File: src/hdl/rmsr_pkg.sv
// rmsr_pkg: widths, register codes, reset values and shared types of the
// reversing motor soft ramp block. No dependencies.
`default_nettype none

package rmsr_pkg;

  // averaging ring depth (1 to 16)
  localparam int FILTER_TAPS = 6;

  // field widths
  localparam int SAMPLE_W  = 12;
  localparam int CFG_W     = 10;
  localparam int DUTY_W    = 13;
  localparam int CFG_IDX_W = 4;
  localparam int FRAC_W    = 10;
  localparam int PROD_W    = CFG_W + SAMPLE_W;

  // per-tap quotient / remainder of a sample split by the tap count
  localparam int Q_W    = SAMPLE_W;
  localparam int R_W    = (FILTER_TAPS > 1) ? $clog2(FILTER_TAPS) : 1;
  localparam int RSUM_MAX = FILTER_TAPS * (FILTER_TAPS - 1);
  localparam int RSUM_W = (RSUM_MAX > 1) ? $clog2(RSUM_MAX + 1) : 1;
  localparam int POS_W  = (FILTER_TAPS > 1) ? $clog2(FILTER_TAPS) : 1;

  // reciprocal of the tap count, used with one correction step
  localparam int RECIP_SHIFT = 16;
  localparam int RECIP_MULT  = (1 << RECIP_SHIFT) / FILTER_TAPS;
  localparam int RECIP_W     = RECIP_SHIFT + 1;
  localparam int BACK_W      = Q_W + 5;

  // register indexes
  typedef enum logic [CFG_IDX_W-1:0] {
    REG_DUTY_OFFSET = 4'd0,
    REG_RAMP_STEP   = 4'd1,
    REG_RAMP_GAIN   = 4'd2,
    REG_STEADY_GAIN = 4'd3
  } reg_idx_t;

  // register reset values
  localparam logic [CFG_W-1:0] RST_DUTY_OFFSET = 10'd550;
  localparam logic [CFG_W-1:0] RST_RAMP_STEP   = 10'd100;
  localparam logic [CFG_W-1:0] RST_RAMP_GAIN   = 10'd877;
  localparam logic [CFG_W-1:0] RST_STEADY_GAIN = 10'd886;

  // configuration as seen by the datapath
  typedef struct packed {
    logic [CFG_W-1:0] duty_offset;
    logic [CFG_W-1:0] ramp_step;
    logic [CFG_W-1:0] ramp_gain_q10;
    logic [CFG_W-1:0] steady_gain_q10;
  } cfg_t;

  // registered tick with its precomputed terms
  typedef struct packed {
    logic [Q_W-1:0]      quo;
    logic [R_W-1:0]      rem;
    logic [DUTY_W-1:0]   target;
    logic                limit_one_n;
    logic                limit_two_n;
  } item_t;

endpackage

`default_nettype wire

File: src/hdl/rmsr_if.sv
// rmsr channel interfaces: tick input, result output and register write port.
// Depends on rmsr_pkg for field widths.
`default_nettype none

interface rmsr_item_if import rmsr_pkg::*; ();
  logic                valid;
  logic                ready;
  logic [SAMPLE_W-1:0] adc_sample;
  logic                limit_one_n;
  logic                limit_two_n;

  modport source (output valid, adc_sample, limit_one_n, limit_two_n, input ready);
  modport sink   (input valid, adc_sample, limit_one_n, limit_two_n, output ready);
endinterface

interface rmsr_res_if import rmsr_pkg::*; ();
  logic              valid;
  logic              ready;
  logic [DUTY_W-1:0] pwm_duty;
  logic              drive_left;
  logic              drive_right;
  logic              ramping;

  modport source (output valid, pwm_duty, drive_left, drive_right, ramping, input ready);
  modport sink   (input valid, pwm_duty, drive_left, drive_right, ramping, output ready);
endinterface

interface rmsr_cfg_if import rmsr_pkg::*; ();
  logic                 valid;
  logic                 ready;
  logic [CFG_IDX_W-1:0] index;
  logic [CFG_W-1:0]     data;

  modport source (output valid, index, data, input ready);
  modport sink   (input valid, index, data, output ready);
endinterface

`default_nettype wire

File: src/hdl/reversing_motor_soft_ramp.sv
// Reversing motor drive with soft ramp, top level.
// A tick is held in the input register until the result register can take it.
// Throughput: one tick per cycle while the result side does not stall; the limit
// is the combinational state update between the input and result registers.
// Reset: synchronous, active low; registers return to defaults, the first tick
// fills the averaging ring with its sample and always runs a reversal.
`default_nettype none

module reversing_motor_soft_ramp import rmsr_pkg::*; (
  input  logic        clk,
  input  logic        rst_n,
  rmsr_item_if.sink   in_item,
  rmsr_res_if.source  out_res,
  rmsr_cfg_if.sink    cfg_wr
);

  cfg_t  cfg;
  logic  item_valid;
  item_t item;
  logic  take;

  // configuration registers
  rmsr_cfg_regs u_cfg (
    .clk    (clk),
    .rst_n  (rst_n),
    .cfg_wr (cfg_wr),
    .cfg    (cfg)
  );

  // input register and sample split
  rmsr_in_stage u_in (
    .clk        (clk),
    .rst_n      (rst_n),
    .cfg        (cfg),
    .in_item    (in_item),
    .take       (take),
    .item_valid (item_valid),
    .item       (item)
  );

  // ramp sequencer and result register
  rmsr_core u_core (
    .clk        (clk),
    .rst_n      (rst_n),
    .cfg        (cfg),
    .item_valid (item_valid),
    .item       (item),
    .take       (take),
    .out_res    (out_res)
  );

`ifndef SYNTH
  // the bridge never drives both pins
  a_pins_exclusive: assert property (@(posedge clk) disable iff (!rst_n)
    out_res.valid |-> !(out_res.drive_left && out_res.drive_right))
    else $error("both bridge pins driven");

  // a finished reversal always leaves the bridge driven
  a_steady_driven: assert property (@(posedge clk) disable iff (!rst_n)
    (out_res.valid && !out_res.ramping) |-> (out_res.drive_left || out_res.drive_right))
    else $error("steady result with bridge off");

  // bridge off only at zero duty inside a reversal
  a_off_at_zero: assert property (@(posedge clk) disable iff (!rst_n)
    (out_res.valid && !out_res.drive_left && !out_res.drive_right) |->
      (out_res.pwm_duty == '0 && out_res.ramping))
    else $error("bridge off with nonzero duty or outside a reversal");

  // input stalls only behind a blocked result
  a_stall_cause: assert property (@(posedge clk) disable iff (!rst_n)
    !in_item.ready |-> (out_res.valid && !out_res.ready))
    else $error("input stalled without a blocked result");
`endif

endmodule

`default_nettype wire

File: src/hdl/rmsr_cfg_regs.sv
// rmsr_cfg_regs: the four configuration registers and their write port.
// Depends on rmsr_pkg and rmsr_cfg_if.
`default_nettype none

module rmsr_cfg_regs import rmsr_pkg::*; (
  input  logic       clk,
  input  logic       rst_n,
  rmsr_cfg_if.sink   cfg_wr,
  output cfg_t       cfg
);

  logic [CFG_W-1:0] duty_offset_r;
  logic [CFG_W-1:0] ramp_step_r;
  logic [CFG_W-1:0] ramp_gain_r;
  logic [CFG_W-1:0] steady_gain_r;

  // writes are always taken
  assign cfg_wr.ready = 1'b1;

  // register decode, unknown indexes are dropped
  always_ff @(posedge clk) begin
    if (!rst_n) begin
      duty_offset_r <= RST_DUTY_OFFSET;
      ramp_step_r   <= RST_RAMP_STEP;
      ramp_gain_r   <= RST_RAMP_GAIN;
      steady_gain_r <= RST_STEADY_GAIN;
    end else if (cfg_wr.valid) begin
      unique case (cfg_wr.index)
        REG_DUTY_OFFSET: duty_offset_r <= cfg_wr.data;
        REG_RAMP_STEP:   ramp_step_r   <= cfg_wr.data;
        REG_RAMP_GAIN:   ramp_gain_r   <= cfg_wr.data;
        REG_STEADY_GAIN: steady_gain_r <= cfg_wr.data;
        default: ;
      endcase
    end
  end

  assign cfg.duty_offset     = duty_offset_r;
  assign cfg.ramp_step       = ramp_step_r;
  assign cfg.ramp_gain_q10   = ramp_gain_r;
  assign cfg.steady_gain_q10 = steady_gain_r;

endmodule

`default_nettype wire

File: src/hdl/rmsr_in_stage.sv
// rmsr_in_stage: input register; splits the sample by the tap count and
// forms the ramp-up target on the way in. Depends on rmsr_pkg, rmsr_item_if.
`default_nettype none

module rmsr_in_stage import rmsr_pkg::*; (
  input  logic      clk,
  input  logic      rst_n,
  input  cfg_t      cfg,
  rmsr_item_if.sink in_item,
  input  logic      take,
  output logic      item_valid,
  output item_t     item
);

  logic                              valid_r;
  logic                              valid_nxt;
  item_t                             item_r;
  item_t                             item_nxt;
  logic                              accept;
  logic [SAMPLE_W+RECIP_W-1:0]       recip_prod;
  logic [Q_W-1:0]                    q0;
  logic [BACK_W-1:0]                 back;
  logic [BACK_W-1:0]                 rem0;
  logic [PROD_W-1:0]                 target_prod;

  assign in_item.ready = !valid_r || take;
  assign accept        = in_item.valid && in_item.ready;

  // sample / taps by reciprocal, then one correction
  always_comb begin
    recip_prod = (SAMPLE_W+RECIP_W)'(in_item.adc_sample) * (SAMPLE_W+RECIP_W)'(RECIP_MULT);
    q0         = recip_prod[RECIP_SHIFT +: Q_W];
    back       = BACK_W'(q0) * BACK_W'(FILTER_TAPS);
    rem0       = BACK_W'(in_item.adc_sample) - back;
    if (rem0 >= BACK_W'(FILTER_TAPS)) begin
      item_nxt.quo = q0 + Q_W'(1);
      item_nxt.rem = R_W'(rem0 - BACK_W'(FILTER_TAPS));
    end else begin
      item_nxt.quo = q0;
      item_nxt.rem = R_W'(rem0);
    end
    // ramp-up target: offset + gain * raw sample
    target_prod          = PROD_W'(cfg.ramp_gain_q10) * PROD_W'(in_item.adc_sample);
    item_nxt.target      = DUTY_W'(cfg.duty_offset) +
                           DUTY_W'(target_prod[PROD_W-1:FRAC_W]);
    item_nxt.limit_one_n = in_item.limit_one_n;
    item_nxt.limit_two_n = in_item.limit_two_n;
  end

  // holding register occupancy
  always_comb begin
    if (accept) begin
      valid_nxt = 1'b1;
    end else if (take) begin
      valid_nxt = 1'b0;
    end else begin
      valid_nxt = valid_r;
    end
  end

  always_ff @(posedge clk) begin
    if (!rst_n) begin
      valid_r <= 1'b0;
    end else begin
      valid_r <= valid_nxt;
      if (accept) begin
        item_r <= item_nxt;
      end
    end
  end

  assign item_valid = valid_r;
  assign item       = item_r;

endmodule

`default_nettype wire

File: src/hdl/rmsr_core.sv
// rmsr_core: reversal sequencer, averaging ring and duty update, with the
// result register. Depends on rmsr_pkg and rmsr_res_if.
`default_nettype none

module rmsr_core import rmsr_pkg::*; (
  input  logic        clk,
  input  logic        rst_n,
  input  cfg_t        cfg,
  input  logic        item_valid,
  input  item_t       item,
  output logic        take,
  rmsr_res_if.source  out_res
);

  typedef enum logic [1:0] {
    PH_STEADY = 2'd0,
    PH_DOWN   = 2'd1,
    PH_UP     = 2'd2
  } phase_t;

  // control state
  phase_t             phase_r, phase_nxt, phase_mid;
  logic [DUTY_W-1:0]  duty_r, duty_nxt;
  logic               wanted_r, wanted_nxt;
  logic               applied_r, applied_nxt;
  logic               drive_r, drive_nxt;
  logic               primed_r, primed_nxt;
  logic [POS_W-1:0]   pos_r, pos_nxt, pos_eff;

  // averaging ring, one quotient and remainder per tap
  logic [Q_W-1:0]     ring_q_r   [FILTER_TAPS];
  logic [Q_W-1:0]     ring_q_nxt [FILTER_TAPS];
  logic [Q_W-1:0]     ring_q_ins [FILTER_TAPS];
  logic [R_W-1:0]     ring_r_r   [FILTER_TAPS];
  logic [R_W-1:0]     ring_r_nxt [FILTER_TAPS];
  logic [R_W-1:0]     ring_r_ins [FILTER_TAPS];

  // result register
  logic               out_valid_r, out_valid_nxt;
  logic [DUTY_W-1:0]  pwm_r;
  logic               left_r, right_r, ramp_r;

  logic [CFG_W-1:0]   step;
  logic               pick;
  logic [Q_W-1:0]     sum_q;
  logic [RSUM_W-1:0]  sum_r;
  logic [Q_W-1:0]     rem_quo;
  logic [Q_W-1:0]     avg;
  logic [PROD_W-1:0]  steady_prod;
  logic [DUTY_W-1:0]  steady_duty;
  logic [DUTY_W:0]    up_sum;

  assign take = item_valid && (!out_valid_r || out_res.ready);

  // zero step acts as one; switch one wins over switch two
  assign step = (cfg.ramp_step == '0) ? CFG_W'(1) : cfg.ramp_step;
  assign pick = !item.limit_one_n ? 1'b0 : (!item.limit_two_n ? 1'b1 : wanted_r);

  // ring with this sample written at the current position
  always_comb begin
    pos_eff = ({1'b0, pos_r} >= (POS_W+1)'(FILTER_TAPS)) ? '0 : pos_r;
    for (int i = 0; i < FILTER_TAPS; i++) begin
      ring_q_ins[i] = (POS_W'(i) == pos_eff) ? item.quo : ring_q_r[i];
      ring_r_ins[i] = (POS_W'(i) == pos_eff) ? item.rem : ring_r_r[i];
    end
  end

  // average = sum of quotients + (sum of remainders) / taps
  always_comb begin
    sum_q   = '0;
    sum_r   = '0;
    rem_quo = '0;
    for (int i = 0; i < FILTER_TAPS; i++) begin
      sum_q = sum_q + ring_q_ins[i];
      sum_r = sum_r + RSUM_W'(ring_r_ins[i]);
    end
    for (int k = 1; k < FILTER_TAPS; k++) begin
      if (sum_r >= RSUM_W'(k * FILTER_TAPS)) begin
        rem_quo = rem_quo + Q_W'(1);
      end
    end
    avg         = sum_q + rem_quo;
    steady_prod = PROD_W'(cfg.steady_gain_q10) * PROD_W'(avg);
    steady_duty = DUTY_W'(cfg.duty_offset) + DUTY_W'(steady_prod[PROD_W-1:FRAC_W]);
  end

  // next state for one tick
  always_comb begin
    phase_nxt   = phase_r;
    duty_nxt    = duty_r;
    wanted_nxt  = wanted_r;
    applied_nxt = applied_r;
    drive_nxt   = drive_r;
    primed_nxt  = primed_r;
    pos_nxt     = pos_r;
    ring_q_nxt  = ring_q_r;
    ring_r_nxt  = ring_r_r;
    phase_mid   = phase_r;
    up_sum      = {1'b0, duty_r} + (DUTY_W+1)'(step);

    // direction check: first tick forces a reversal
    if (!primed_r) begin
      for (int i = 0; i < FILTER_TAPS; i++) begin
        ring_q_nxt[i] = item.quo;
        ring_r_nxt[i] = item.rem;
      end
      pos_nxt     = '0;
      primed_nxt  = 1'b1;
      wanted_nxt  = pick;
      applied_nxt = !pick;
      phase_mid   = PH_DOWN;
    end else if (phase_r != PH_DOWN && phase_r != PH_UP) begin
      wanted_nxt = pick;
      phase_mid  = (pick != applied_r) ? PH_DOWN : PH_STEADY;
    end

    unique case (phase_mid)
      PH_DOWN: begin
        if (duty_r < DUTY_W'(step)) begin
          duty_nxt    = '0;
          drive_nxt   = 1'b0;
          applied_nxt = wanted_nxt;
          phase_nxt   = PH_UP;
        end else begin
          duty_nxt  = duty_r - DUTY_W'(step);
          phase_nxt = PH_DOWN;
        end
      end
      PH_UP: begin
        drive_nxt = 1'b1;
        if (up_sum > {1'b0, item.target}) begin
          duty_nxt  = item.target;
          phase_nxt = PH_STEADY;
        end else begin
          duty_nxt  = up_sum[DUTY_W-1:0];
          phase_nxt = PH_UP;
        end
      end
      default: begin
        ring_q_nxt = ring_q_ins;
        ring_r_nxt = ring_r_ins;
        pos_nxt    = (pos_eff == POS_W'(FILTER_TAPS - 1)) ? '0 : pos_eff + POS_W'(1);
        duty_nxt   = steady_duty;
        phase_nxt  = PH_STEADY;
      end
    endcase
  end

  // result register occupancy
  always_comb begin
    if (take) begin
      out_valid_nxt = 1'b1;
    end else if (out_res.ready) begin
      out_valid_nxt = 1'b0;
    end else begin
      out_valid_nxt = out_valid_r;
    end
  end

  // state and result register
  always_ff @(posedge clk) begin
    if (!rst_n) begin
      phase_r     <= PH_DOWN;
      duty_r      <= '0;
      wanted_r    <= 1'b0;
      applied_r   <= 1'b0;
      drive_r     <= 1'b0;
      primed_r    <= 1'b0;
      pos_r       <= '0;
      out_valid_r <= 1'b0;
    end else begin
      out_valid_r <= out_valid_nxt;
      if (take) begin
        phase_r   <= phase_nxt;
        duty_r    <= duty_nxt;
        wanted_r  <= wanted_nxt;
        applied_r <= applied_nxt;
        drive_r   <= drive_nxt;
        primed_r  <= primed_nxt;
        pos_r     <= pos_nxt;
        ring_q_r  <= ring_q_nxt;
        ring_r_r  <= ring_r_nxt;
        pwm_r     <= duty_nxt;
        left_r    <= drive_nxt && applied_nxt;
        right_r   <= drive_nxt && !applied_nxt;
        ramp_r    <= (phase_nxt != PH_STEADY);
      end
    end
  end

  assign out_res.valid       = out_valid_r;
  assign out_res.pwm_duty    = pwm_r;
  assign out_res.drive_left  = left_r;
  assign out_res.drive_right = right_r;
  assign out_res.ramping     = ramp_r;

endmodule

`default_nettype wire

File: src/flat_wrapper.sv
// flat-port wrapper written by rule: the top's interface ports become plain ports
module reversing_motor_soft_ramp_flat import rmsr_pkg::*;
  (clk, rst_n, in_item_valid, in_item_adc_sample, in_item_limit_one_n, in_item_limit_two_n, in_item_ready, out_res_valid, out_res_pwm_duty, out_res_drive_left, out_res_drive_right, out_res_ramping, out_res_ready, cfg_wr_valid, cfg_wr_index, cfg_wr_data, cfg_wr_ready);
  rmsr_item_if in_item_i ();
  rmsr_res_if out_res_i ();
  rmsr_cfg_if cfg_wr_i ();
  input  logic clk;
  input  logic rst_n;
  input wire logic [$bits(in_item_i.valid)-1:0] in_item_valid;
  input wire logic [$bits(in_item_i.adc_sample)-1:0] in_item_adc_sample;
  input wire logic [$bits(in_item_i.limit_one_n)-1:0] in_item_limit_one_n;
  input wire logic [$bits(in_item_i.limit_two_n)-1:0] in_item_limit_two_n;
  output wire logic [$bits(in_item_i.ready)-1:0] in_item_ready;
  output wire logic [$bits(out_res_i.valid)-1:0] out_res_valid;
  output wire logic [$bits(out_res_i.pwm_duty)-1:0] out_res_pwm_duty;
  output wire logic [$bits(out_res_i.drive_left)-1:0] out_res_drive_left;
  output wire logic [$bits(out_res_i.drive_right)-1:0] out_res_drive_right;
  output wire logic [$bits(out_res_i.ramping)-1:0] out_res_ramping;
  input wire logic [$bits(out_res_i.ready)-1:0] out_res_ready;
  input wire logic [$bits(cfg_wr_i.valid)-1:0] cfg_wr_valid;
  input wire logic [$bits(cfg_wr_i.index)-1:0] cfg_wr_index;
  input wire logic [$bits(cfg_wr_i.data)-1:0] cfg_wr_data;
  output wire logic [$bits(cfg_wr_i.ready)-1:0] cfg_wr_ready;
  assign in_item_i.valid = in_item_valid;
  assign in_item_i.adc_sample = in_item_adc_sample;
  assign in_item_i.limit_one_n = in_item_limit_one_n;
  assign in_item_i.limit_two_n = in_item_limit_two_n;
  assign in_item_ready = in_item_i.ready;
  assign out_res_valid = out_res_i.valid;
  assign out_res_pwm_duty = out_res_i.pwm_duty;
  assign out_res_drive_left = out_res_i.drive_left;
  assign out_res_drive_right = out_res_i.drive_right;
  assign out_res_ramping = out_res_i.ramping;
  assign out_res_i.ready = out_res_ready;
  assign cfg_wr_i.valid = cfg_wr_valid;
  assign cfg_wr_i.index = cfg_wr_index;
  assign cfg_wr_i.data = cfg_wr_data;
  assign cfg_wr_ready = cfg_wr_i.ready;
  reversing_motor_soft_ramp u_core (.clk(clk), .rst_n(rst_n), .in_item(in_item_i), .out_res(out_res_i), .cfg_wr(cfg_wr_i));
endmodule
File: config.mk
export PLATFORM = sky130hd
export DESIGN_NAME = reversing_motor_soft_ramp_flat
export DESIGN_NICKNAME = d
export VERILOG_FILES = /design/src/hdl/rmsr_pkg.sv /design/src/hdl/rmsr_if.sv /design/src/hdl/reversing_motor_soft_ramp.sv /design/src/hdl/rmsr_cfg_regs.sv /design/src/hdl/rmsr_in_stage.sv /design/src/hdl/rmsr_core.sv /design/src/flat_wrapper.sv
export SDC_FILE = /design/constraint.sdc
export NUM_CORES = 1
export LEC_CHECK = 0
export ABC_AREA = 1
export BUFFER_PORTS_ARGS = -buffer_cell sky130_fd_sc_hd__buf_2
export CORE_ASPECT_RATIO = 1.5
export CORE_UTILIZATION = 47
export DETAILED_ROUTE_END_ITERATION = 16
export PLACE_DENSITY = 0.76
export SLEW_MARGIN = 20
export SYNTH_ARGS = -nofsm -noshare
export SYNTH_HDL_FRONTEND = slang
export SYNTH_SLANG_ARGS = --single-unit
File: constraint.sdc
create_clock -name clk -period 13.5 [get_ports clk]
set_input_delay 0 -clock clk [delete_from_list [all_inputs] [get_ports clk]]
set_output_delay 0 -clock clk [all_outputs]
set_load 0.01 [all_outputs]
==> results.yml <==
logic_synthesis:
  async_flop_share_pct: 0
  synthTopCellsByCount: "nand2_1 (798), inv_1 (497), ha_1 (272)"
  ys_seq_area_share_pct: 22.1
  synth.area.top_cells: "fa_1 (21%), edfxtp_1 (17%), ha_1 (14%)"
  synth_top_area_cell: "fa_1"
  yosysMostFrequentCell: "nand2_1"
  synth_top_cell_area_share_pct: 20.6
  synth_edf_count: 135
  syn_area_per_cell_um2: 7.96
  yosysUniqueCellTypes: 51
  dominantRegCellSynth: "edfxtp_1"
  netlist_instances: 3032
  ys_ff_latch: 199
  synth_area_um2: 24100
  yosys_warnings: 0
  synth_nets: 3585
global_routing:
  grt_pass1_vias: 20400
  use_met2_pct: 45.2
  grt_pass1_wl_um: 101000
  grt_use_met1_pct: 26.7
  grt_util_met3_pct: 2.54
  grt_overflow_total: 0
  grt.total_usage_pct: 24.6
  grt_max_degree: 80
  grt_busiest_layer: "met2"
  antenna_found_initial: 0
clock_network:
  cts-buffers-inserted: 17
  cts.sinks: 199
  clkLatencyLatePin_ns: 0.48
  clk_pin_slew_ns: 0.08
  cts_tree: "yes"
  cts_max_path_buffers: 2
  htreeDepth: 4
  cts-root-buf: "clkbuf_16"
run_status:
  status: "completed"
floorplanning:
  initial_core_util_pct: 47.6
  die_h_um: 280
  std_cell_rows: 101
  core_um2: 50700
  die-area_um2: 52300
  die_w_um: 187
  ios: 52
timing:
  period_needed_ns: 12.87
  max_freq_ghz: 0.0777
  skew_ns: 0.0194
  slew_headroom_pct: 25.2
  hold_violations: 0
  maxSlewViolCount: 0
  period_share_pct: 95.3
  worst_pin_slew_ns: 1.12
  setup_viol: 0
hold_path:
  hold_path_class: "in -> reg"
setup_path:
  crit_family: "adder cells"
  crit_path_max_incr_delay_ns: 0.56
  worstPathMaxFanout: 8
  crit_slowest_cell: "fa_1"
  endpoint_kind: "flop"
  cp_data_required_time_ns: 13.88
  worst_setup_path_start_kind: "flop"
  path_buf_inv: 15
  crit_type: "reg -> reg"
  cp.arrival_ns: 13.24
drt:
  drtIter0Drc: 1395
  via_count: 20300
  drc: 0
  wire_per_inst_um: 16.9
  postRouteWirelength_um: 63300
  routed_via_density: 5.40
  first_pass_iters: 7
  ant_nets: 0
final_layout:
  syn_to_final_growth_pct: 8.44
  seqCellArea_um2: 5340
  final_area_um2: 26200
  drive_gt1_share_pct: 7.50
  multi_input_area_um2: 16700
  nNetsFinal: 3621
  nFillCells: 4705
place:
  port_buffers: 50
  globalplace.congestion: 1.00
  place_area_um2: 25100
  post-dp-hpwl_um: 50700
run:
  maxCapViolCount: 0
[path summary, 6_finish.rpt]
path	start	end	slack, ns	depth (start not counted)
min reg2reg	u_core.u_cfg.ramp_step_r[0]$_SDFFE_PN0P_	u_core.u_cfg.ramp_step_r[0]$_SDFFE_PN0P_	0.47	2
max reg2reg	u_core.u_core.pos_r[1]$_SDFFE_PN0P_	u_core.u_core.duty_r[10]$_SDFFE_PN0P_	0.63	68
max	u_core.u_core.pos_r[1]$_SDFFE_PN0P_	u_core.u_core.duty_r[10]$_SDFFE_PN0P_	0.63	68
min	cfg_wr_index[0]	u_core.u_cfg.ramp_step_r[2]$_SDFFE_PN1P_	0.06	4
[cell usage in the layout, fill, tap and decap left out, types with 66 or more instances in the layout]
master and count:
nor2_1 155, nand3_1 141, nand2_1 791, ha_1 264, edfxtp_1 135, inv_1 492, xor2_1 66, a21oi_1 147
o21ai_0 130, fa_1 246
[tightest hold or removal path: stages]
cell	delay, ns
buf_2	0.10
nand2_1	0.07
nor3_1	0.15
o21ai_0	0.17
[metal layers]
layer / routed length, um / vias up
li1: - / 9712
met1: 23900 / 9688
met2: 32600 / 637
met3: 2650 / 225
met4: 4250 / 0
met5: 0 / -
[registers in the layout (all words and copies together) (netlist names), 2 cells and up]
name / cells
u_core.u_core.ring_q_r: 72
u_core.u_in.item: 29
u_core.u_core.ring_r_r: 18
u_core.u_core.duty_r: 13
u_core.u_core.out_res.pwm_duty: 13
u_core.u_cfg.duty_offset_r: 10
u_core.u_cfg.ramp_gain_r: 10
u_core.u_cfg.ramp_step_r: 10
u_core.u_cfg.steady_gain_r: 10
u_core.u_core.pos_r: 3
u_core.u_core.phase_r: 2
[stage by stage]
step	setup WS, ns	utilization [%]	cells	setup TNS (ns)	hold WS, ns
6_report	0.632	51.7	3751	0	0.0641
3_3_place_gp	0.295	49.5	3692	0	0.180
4_1_cts	0.0547	51.1	3741	0	0.0552
3_5_place_dp	0.0292	49.5	3692	0	0.191
2_1_floorplan	0.834	-	3032	0	0.0989
5_1_grt	-0.101	51.7	3750	-0.237	0.108
[kinds of logic (layout without fill, tap and decap cells)]
logic type / Yosys count / in the layout / share of synthesized area, %
adders and majority gates: 520 / 520 / 34.7
AOI/OAI and AO/OA: 372 / 372 / 8.41
other: 2 / 3 / 0.0311
and+or+nand+nor: 1206 / 1206 / 20.5
muxes: 27 / 27 / 1.12
DFF: 199 / 199 / 22.1
xor gates and xnor gates: 97 / 97 / 3.52
buffers and inverters: 609 / 658 / 9.62
[repair_timing]
item	in CTS	in global routing
resized for setup	2	61
hold buffers	17	0
pin swaps	0	21
setup buffers	0	9
hold endpoints to repair	45	0
setup endpoints to repair	2	22
[final cells by class]
class                   count  area share (%)
diodes                      1         0.00956
repair buffers            107            2.77
clock inverters            14           0.698
multi-input cells        2224            63.9
inverters                 519            7.44
clock buffers              18            1.64
well taps                 669            3.20
flip-flops and latches    199            20.4
Power is not shown: default switching activity piles up to over one toggle a cycle in this logic, so the estimate is an artifact.
